## src/hdl/pip_pkg.sv

```systemverilog
// Package for the point-in-polygon block: coordinate and vertex types,
// command, plane and register codes, and the projection helpers.
// No dependencies; every module of the block imports it.
package pip_pkg;

  localparam int MAX_VERTICES = 16;
  localparam int COORD_W      = 16;
  localparam int IDX_W        = $clog2(MAX_VERTICES);
  localparam int NV_W         = $clog2(MAX_VERTICES + 1);

  typedef logic signed [COORD_W-1:0]   coord_t;
  typedef logic signed [COORD_W:0]     diff_t;
  typedef logic signed [2*COORD_W+1:0] prod_t;
  typedef logic signed [2*COORD_W+2:0] sum_t;

  // x sits in the lowest bits, matching the packing of the input item.
  typedef struct packed {
    coord_t z;
    coord_t y;
    coord_t x;
  } vertex_t;

  typedef struct packed {
    logic load;
    logic shift;
  } cell_ctl_t;

  // One edge together with its neighbors, already projected to (u, v).
  typedef struct packed {
    coord_t pu;
    coord_t pv;
    coord_t y0;
    coord_t x1;
    coord_t y1;
    coord_t x2;
    coord_t y2;
    coord_t y3;
  } edge_win_t;

  typedef struct packed {
    logic clear;
    logic valid;
  } edge_ctl_t;

  typedef struct packed {
    logic parity;
    logic bound;
  } edge_acc_t;

  typedef enum logic [1:0] {
    ER_NONE  = 2'd0,
    ER_CROSS = 2'd1,
    ER_BOUND = 2'd2
  } edge_res_t;

  localparam logic CMD_LOAD  = 1'b0;
  localparam logic CMD_QUERY = 1'b1;

  localparam logic [1:0] PLANE_XY = 2'd0;
  localparam logic [1:0] PLANE_XZ = 2'd1;
  localparam logic [1:0] PLANE_YZ = 2'd2;

  localparam logic REG_VCOUNT = 1'b0;
  localparam logic REG_PLANE  = 1'b1;

  function automatic coord_t proj_u(vertex_t vx, logic [1:0] plane);
    coord_t r;
    case (plane)
      PLANE_XY, PLANE_XZ: r = vx.x;
      default:            r = vx.y;
    endcase
    return r;
  endfunction

  function automatic coord_t proj_v(vertex_t vx, logic [1:0] plane);
    coord_t r;
    case (plane)
      PLANE_XY: r = vx.y;
      default:  r = vx.z;
    endcase
    return r;
  endfunction

endpackage

```

## src/hdl/pip_edge_unit.sv

```systemverilog
// Three-stage edge tester: compares and differences, cross products,
// then sign of the sum and accumulation of parity and boundary; uses pip_pkg.
module pip_edge_unit
  import pip_pkg::*;
(
  input  logic      clk,
  input  logic      rst_n,
  input  edge_ctl_t ctl,
  input  edge_win_t win,
  output edge_acc_t acc
);

  // Stage A registers.
  logic      va_r;
  logic      need_mul_a_r;
  logic      up_a_r;
  logic      endv_a_r;
  logic      endx_a_r;
  edge_res_t code_a_r;
  diff_t     dx1_r, dd_r, dx21_r, num_r;

  // Stage B registers.
  logic      vb_r;
  logic      need_mul_b_r;
  logic      up_b_r;
  logic      endv_b_r;
  logic      endx_b_r;
  edge_res_t code_b_r;
  prod_t     p1_r, p2_r;

  edge_acc_t acc_r, acc_nxt;

  logic      early0, horiz, up, hit, in_span, flank;
  edge_res_t hcode, code_a_nxt;
  sum_t      tsum;
  logic      st_pos;
  edge_res_t code_c;

  always_comb begin
    early0  = (win.pu > win.x1) && (win.pu > win.x2);
    horiz   = (win.y1 == win.y2);
    up      = (win.y2 > win.y1);
    in_span = ((win.x1 <= win.pu) && (win.pu <= win.x2)) ||
              ((win.x2 <= win.pu) && (win.pu <= win.x1));
    // Neighbors of a horizontal edge on the same side of the ray line.
    flank   = ((win.y1 > win.y0) && (win.y2 > win.y3)) ||
              ((win.y1 < win.y0) && (win.y2 < win.y3));
    hcode   = ER_NONE;
    if (win.pv == win.y1) begin
      if (in_span) begin
        hcode = ER_BOUND;
      end else if (flank) begin
        hcode = ER_CROSS;
      end
    end
    hit = up ? ((win.pv > win.y1) && (win.pv <= win.y2))
             : ((win.pv < win.y1) && (win.pv >= win.y2));
    if (early0) begin
      code_a_nxt = ER_NONE;
    end else if (horiz) begin
      code_a_nxt = hcode;
    end else begin
      code_a_nxt = ER_NONE;
    end
  end

  always_ff @(posedge clk) begin
    if (!rst_n) begin
      va_r <= 1'b0;
      vb_r <= 1'b0;
    end else begin
      va_r <= ctl.valid;
      vb_r <= va_r;
    end
  end

  always_ff @(posedge clk) begin
    need_mul_a_r <= !early0 && !horiz && hit;
    up_a_r       <= up;
    endv_a_r     <= (win.pv == win.y2);
    endx_a_r     <= up ? (win.y2 <= win.y3) : (win.y2 >= win.y3);
    code_a_r     <= code_a_nxt;
    dx1_r        <= diff_t'(win.x1) - diff_t'(win.pu);
    dd_r         <= diff_t'(win.y2) - diff_t'(win.y1);
    dx21_r       <= diff_t'(win.x2) - diff_t'(win.x1);
    num_r        <= diff_t'(win.pv) - diff_t'(win.y1);

    need_mul_b_r <= need_mul_a_r;
    up_b_r       <= up_a_r;
    endv_b_r     <= endv_a_r;
    endx_b_r     <= endx_a_r;
    code_b_r     <= code_a_r;
    p1_r         <= dx1_r * dd_r;
    p2_r         <= dx21_r * num_r;
  end

  always_comb begin
    tsum   = sum_t'(p1_r) + sum_t'(p2_r);
    // The ray parameter is positive when the sum has the sign of the edge's rise.
    st_pos = (tsum != '0) && (tsum[$bits(sum_t)-1] != up_b_r);
    code_c = code_b_r;
    if (need_mul_b_r) begin
      if (tsum == '0) begin
        code_c = ER_BOUND;
      end else if (st_pos) begin
        code_c = (!endv_b_r || endx_b_r) ? ER_CROSS : ER_NONE;
      end else begin
        code_c = ER_NONE;
      end
    end
    acc_nxt = acc_r;
    if (ctl.clear) begin
      acc_nxt = '0;
    end else if (vb_r) begin
      acc_nxt.bound  = acc_r.bound | (code_c == ER_BOUND);
      acc_nxt.parity = acc_r.parity ^ (code_c == ER_CROSS);
    end
  end

  always_ff @(posedge clk) begin
    if (!rst_n) begin
      acc_r <= '0;
    end else begin
      acc_r <= acc_nxt;
    end
  end

  assign acc = acc_r;

endmodule

```

## config.mk

```make
export PLATFORM = sky130hd
export DESIGN_NAME = pip_edge_unit
export DESIGN_NICKNAME = d
export VERILOG_FILES = /design/src/hdl/pip_pkg.sv /design/src/hdl/pip_edge_unit.sv
export SDC_FILE = /design/constraint.sdc
export NUM_CORES = 2
export LEC_CHECK = 0
export BUFFER_PORTS_ARGS = -buffer_cell sky130_fd_sc_hd__buf_2
export CAP_MARGIN = 5
export CORE_UTILIZATION = 65
export CTS_BUF_LIST = sky130_fd_sc_hd__clkbuf_16
export CTS_CLUSTER_DIAMETER = 150
export CTS_CLUSTER_SIZE = 8
export DETAILED_ROUTE_END_ITERATION = 10
export GPL_TIMING_DRIVEN = 0
export HOLD_SLACK_MARGIN = 0.1
export PLACE_DENSITY = 0.87
export SLEW_MARGIN = 25
export SYNTH_ARGS = -nofsm -noshare
export SYNTH_HDL_FRONTEND = slang
export SYNTH_SLANG_ARGS = --single-unit
```

## constraint.sdc

```tcl
create_clock -name clk -period 7.44 [get_ports clk]
set_input_delay 0 -clock clk [delete_from_list [all_inputs] [get_ports clk]]
set_output_delay 0 -clock clk [all_outputs]
set_load 0.01 [all_outputs]
```

==> flow_metrics.env <==
export IMPL_rsz0062_at_grt="no"
export IMPL_post_route_min_period_ns=7.19
export IMPL_die_width_um=223
export IMPL_fraction_of_registers_with_async_set_reset_pct=0
export IMPL_area_sequential_um2=3080
export IMPL_numCtsBuffers=17
export IMPL_first_global_vias=27082
export IMPL_tightest_slew_ns=0.867
export IMPL_design_final_nets=4807
export IMPL_holdCritPathClass="input pin to flop"
export IMPL_dp_worst_setup_slack_ns=-0.440
export IMPL_antenna_violating_nets_left=0
export IMPL_grt_overflow_total=0
export IMPL_maximum_fanout_along_the_worst_path=10
export IMPL_timing_max_cap_violations=0
export IMPL_finalSetupViolCount=0
export IMPL_postSynth_topFlopCell="sky130_fd_sc_hd__dfxtp_1"
export IMPL_synth_cell_types=88
export IMPL_ys_seq_elements=152
export IMPL_final_period_utilization_pct=96.6
export IMPL_critical_path_reg2reg_startpoint="dx21_r[0]"
export IMPL_slew_viol_final=0
export IMPL_dp_hpwl_um=72300
export IMPL_clock_root_buffer="sky130_fd_sc_hd__clkbuf_16"
export IMPL_setup_worst_path_start_class="flop"
export IMPL_cp_required_ns=7.78
export IMPL_syn_instance_count=3516
export IMPL_clock_tree_from_tritoncts="done"
export IMPL_largest_net_degree_at_the_start_of_global_routing=18
export IMPL_worst_setup_hold_path_clk_slew_ns=0.08
export IMPL_synth_sequential_area_ratio_pct=9.61
export IMPL_detail_route_wirelength_um=87100
export IMPL_setup_worst_path_class="flop to flop"
export IMPL_synthToLayoutAreaGrowth_pct=9.39
export IMPL_syn_cell_area_um2=31700
export IMPL_dr_first_iter_drc_count=2124
export IMPL_die_area_um2=49600
export IMPL_worst_skew_pair_late_latency_ns=0.46
export IMPL_cts_root_to_sink_buffers=2
export IMPL_cts_htree_levels=4
export IMPL_routabilityCongestion=1.04
export IMPL_reg2reg_setup_slack_ns=0.25
export IMPL_antenna_found_initial=5
export IMPL_final_setup_worst_slack_ns=0.252
export IMPL_multi_input_comb_area_um2=25500
export IMPL_placeableCoreArea_um2=47800
export IMPL_syn_num_nets=4580
export IMPL_routed_via_count=25501
export IMPL_vias_per_cell=5.83
export IMPL_final_report_hold_violation_count=0
export IMPL_design_portCount=134
export IMPL_synthesis_yosys_warnings=0
export IMPL_global_route_wire_length_before_repair_um=140000
export IMPL_drt_pre_antenna_iters=5
export IMPL_fillerInstances=3426
export IMPL_routed_wire_length_per_instance_um=19.9
export IMPL_nature_of_the_critical_path_endpoint="flop"
export IMPL_timing_rr_end="p2_r[32]"
export IMPL_worstSetupEndpoint="p2_r[32]"
export IMPL_cp_arrival_ns=7.53
export IMPL_outcome="finished clean"
export IMPL_postSynthAreaPerCell_um2=9.00
export IMPL_floorplan_die_height_um=223
export IMPL_clock_skew_final_ns=0.0150
export IMPL_hold_crit_depth=4
export IMPL_portBuffers=133
export IMPL_groute_usage_overall_pct=36.7
export IMPL_cts_sinks=152
export IMPL_post_route_cells_drive_above_1_share_pct=7.56
export IMPL_slew_limit_headroom_pct=41.8
export IMPL_cp_startpoint="dx21_r[0]"
export IMPL_initial_core_util_pct=66.2
export IMPL_drc_errors=0
export IMPL_rows=80
export IMPL_synth_edf_count=0
export IMPL_maximum_clock_frequency_mhz=139
export IMPL_reg2regPathDepth=23
## cells in the mapped netlist, types with 3 or more instances
cell                        number  share of area [%]
sky130_fd_sc_hd__inv_1         741                8.8
sky130_fd_sc_hd__nand3b_1        6               0.14
sky130_fd_sc_hd__fa_1          597                 38
sky130_fd_sc_hd__nor2_1        136                1.6
sky130_fd_sc_hd__nor3_1         32               0.51
sky130_fd_sc_hd__a21boi_0       18               0.43
sky130_fd_sc_hd__o2111ai_1       7               0.19
sky130_fd_sc_hd__clkbuf_1       84                1.0
sky130_fd_sc_hd__xor2_1         30               0.83
sky130_fd_sc_hd__a21o_1         50                1.2
sky130_fd_sc_hd__a31oi_1        13               0.26
sky130_fd_sc_hd__nand2b_1       36               0.71
sky130_fd_sc_hd__a221oi_1        5               0.14
sky130_fd_sc_hd__and2_1        300                5.9
sky130_fd_sc_hd__mux2i_1         3              0.095
sky130_fd_sc_hd__and3_1         14               0.28
sky130_fd_sc_hd__a21oi_1       128                2.0
sky130_fd_sc_hd__o21ai_0        87                1.4
sky130_fd_sc_hd__nor4_1         11               0.22
sky130_fd_sc_hd__or3_1          10               0.20
sky130_fd_sc_hd__nand2_1       344                4.1
sky130_fd_sc_hd__o21bai_1       14               0.33
sky130_fd_sc_hd__and4_1          5               0.14
sky130_fd_sc_hd__o21ai_1         6              0.095
sky130_fd_sc_hd__a311oi_1        3              0.083
sky130_fd_sc_hd__o211ai_1        6               0.14
sky130_fd_sc_hd__o31ai_1         6               0.14
sky130_fd_sc_hd__or2_2           9               0.18
sky130_fd_sc_hd__nor2b_1        45               0.89
sky130_fd_sc_hd__nand4_1        34               0.67
sky130_fd_sc_hd__a41oi_1         3              0.083
sky130_fd_sc_hd__mux2_2          4               0.14
sky130_fd_sc_hd__o21a_1         32               0.76
sky130_fd_sc_hd__o22ai_1         7               0.14
sky130_fd_sc_hd__ha_1          335                 13
sky130_fd_sc_hd__a41o_1          3              0.095
sky130_fd_sc_hd__o31a_1          4               0.11
sky130_fd_sc_hd__a211o_1         4               0.11
sky130_fd_sc_hd__a211oi_1        7               0.17
sky130_fd_sc_hd__nand3_1        29               0.46
sky130_fd_sc_hd__dfxtp_1       152                9.6
sky130_fd_sc_hd__a31o_2          6               0.17
sky130_fd_sc_hd__xnor2_1        93                2.6
## cell type report
class	instances	area share, %
Inverter	741	8.04
Multi-Input combinational cell	2535	73.7
Clock inverter	15	0.582
Tap cell	615	2.22
Antenna cell	5	0.0361
Timing Repair Buffer	215	4.26
Sequential cell	152	8.88
Buffer	81	1.06
Clock buffer	17	1.23
## kinds of logic (layout without fill, tap and decap cells)
| kind of cell | after synthesis | count (layout) | synth area share (%) |
|---|---|---|---|
| compound gates | 446 | 446 | 9.41 |
| xor+xnor | 123 | 123 | 3.40 |
| fa+ha+maj | 932 | 932 | 51.0 |
| buf+inv | 829 | 1069 | 9.86 |
| flops | 152 | 152 | 9.61 |
| mux | 7 | 7 | 0.237 |
| other cells | 0 | 5 | 0 |
| simple gates | 1027 | 1027 | 16.5 |
## critical path: stages, from the launching register on
cell	delay, ns
sky130_fd_sc_hd__dfxtp_1	0.62
sky130_fd_sc_hd__clkbuf_1	0.49
sky130_fd_sc_hd__nand2_1	0.16
sky130_fd_sc_hd__fa_1	0.39
sky130_fd_sc_hd__inv_1	0.08
sky130_fd_sc_hd__fa_1	0.44
sky130_fd_sc_hd__ha_1	0.21
sky130_fd_sc_hd__fa_1	0.48
sky130_fd_sc_hd__inv_1	0.06
sky130_fd_sc_hd__fa_1	0.48
sky130_fd_sc_hd__fa_1	0.49
sky130_fd_sc_hd__inv_1	0.05
sky130_fd_sc_hd__ha_1	0.33
sky130_fd_sc_hd__o21a_1	0.22
sky130_fd_sc_hd__o21a_1	0.18
sky130_fd_sc_hd__or2_2	0.27
sky130_fd_sc_hd__o31a_1	0.15
sky130_fd_sc_hd__a311o_1	0.50
sky130_fd_sc_hd__a41oi_2	0.32
sky130_fd_sc_hd__o211a_1	0.22
sky130_fd_sc_hd__nor3_1	0.06
sky130_fd_sc_hd__a2111oi_1	0.46
sky130_fd_sc_hd__o21bai_1	0.13
sky130_fd_sc_hd__xor2_1	0.29
## worst min-delay path by stage
stage / start / end / slack [ns]
after floorplan: rst_n / va_r / 0.12
after global placement: ctl[0] / va_r / 0.22
after detailed placement: ctl[0] / va_r / 0.22
after CTS: win[20] / dd_r[4] / 0.10
after global routing: win[47] / dx21_r[15] / 0.12
final: win[70] / dx1_r[6] / 0.09
## routing by layer
layer	global-route usage (%)	routed length [um]	share of wire, %	vias up
li1	-	-	-	11421
met1	46.9	34300	39	12520
met2	57.3	39000	45	1241
met3	8.28	7950	9.1	319
met4	21.9	5850	6.7	0
met5	0	0	0	-
## cell usage in the layout (no fill, tap or decap), types with 9 or more instances in the layout
cell                            netlist  layout
sky130_fd_sc_hd__xor2_1              30      30
sky130_fd_sc_hd__nor2_1             136     136
sky130_fd_sc_hd__dfxtp_1            152     125
sky130_fd_sc_hd__o21bai_1            14      14
sky130_fd_sc_hd__fa_1               597     596
sky130_fd_sc_hd__xnor2_1             93      93
sky130_fd_sc_hd__nand4_1             34      34
sky130_fd_sc_hd__and3_1              14      14
sky130_fd_sc_hd__nor4_1              11      11
sky130_fd_sc_hd__or2_2                9       9
sky130_fd_sc_hd__a21boi_0            18      18
sky130_fd_sc_hd__nor3_1              32      32
sky130_fd_sc_hd__ha_1               335     335
sky130_fd_sc_hd__inv_1              741     740
sky130_fd_sc_hd__nand3_1             29      29
sky130_fd_sc_hd__o21a_1              32      32
sky130_fd_sc_hd__a21oi_1            128     127
sky130_fd_sc_hd__o21ai_0             87      86
sky130_fd_sc_hd__nand2_1            344     344
sky130_fd_sc_hd__dlygate4sd3_1        0      77
sky130_fd_sc_hd__nor2b_1             45      45
sky130_fd_sc_hd__nand2b_1            36      36
sky130_fd_sc_hd__clkbuf_16            0      17
sky130_fd_sc_hd__dfxtp_2              0      27
sky130_fd_sc_hd__a31oi_1             13      13
sky130_fd_sc_hd__a21o_1              50      50
sky130_fd_sc_hd__or3_1               10      10
sky130_fd_sc_hd__clkbuf_2             0      37
sky130_fd_sc_hd__buf_2                2     138
sky130_fd_sc_hd__and2_1             300     300
sky130_fd_sc_hd__clkbuf_1            84      37
## through the flow
stage | cells | hold slack, ns | area [um2] | TNS [ns] | util [%]
floorplan | 3516 | 0.122 | 31700 | 0 | -
global placement | 4264 | 0.218 | 33100 | -0.264 | 69.2
detailed placement | 4264 | 0.220 | 33100 | -0.509 | 69.2
CTS | 4369 | 0.101 | 34500 | 0 | 72.2
global route | 4376 | 0.118 | 34600 | 0 | 72.4
finish | 4376 | 0.0879 | 34600 | 0 | 72.4
## flip-flops by register name (all words and copies together), names as in the netlist, 2 cells and up
name and count:
acc 2, code_a_r 2, code_b_r 2, dd_r 17, dx1_r 17, dx21_r 17
num_r 17, p1_r 34, p2_r 34
## repair_timing
| action | 4_1_cts | 5_1_grt |
|---|---|---|
| setup buffers | 0 | 5 |
| hold endpoints to repair | 55 | 0 |
| resized for setup | 37 | 53 |
| hold buffers | 77 | 0 |
| setup endpoints to repair | 3 | 6 |
Power is not shown: default switching activity piles up to over one toggle a cycle in this logic, so the estimate is an artifact.
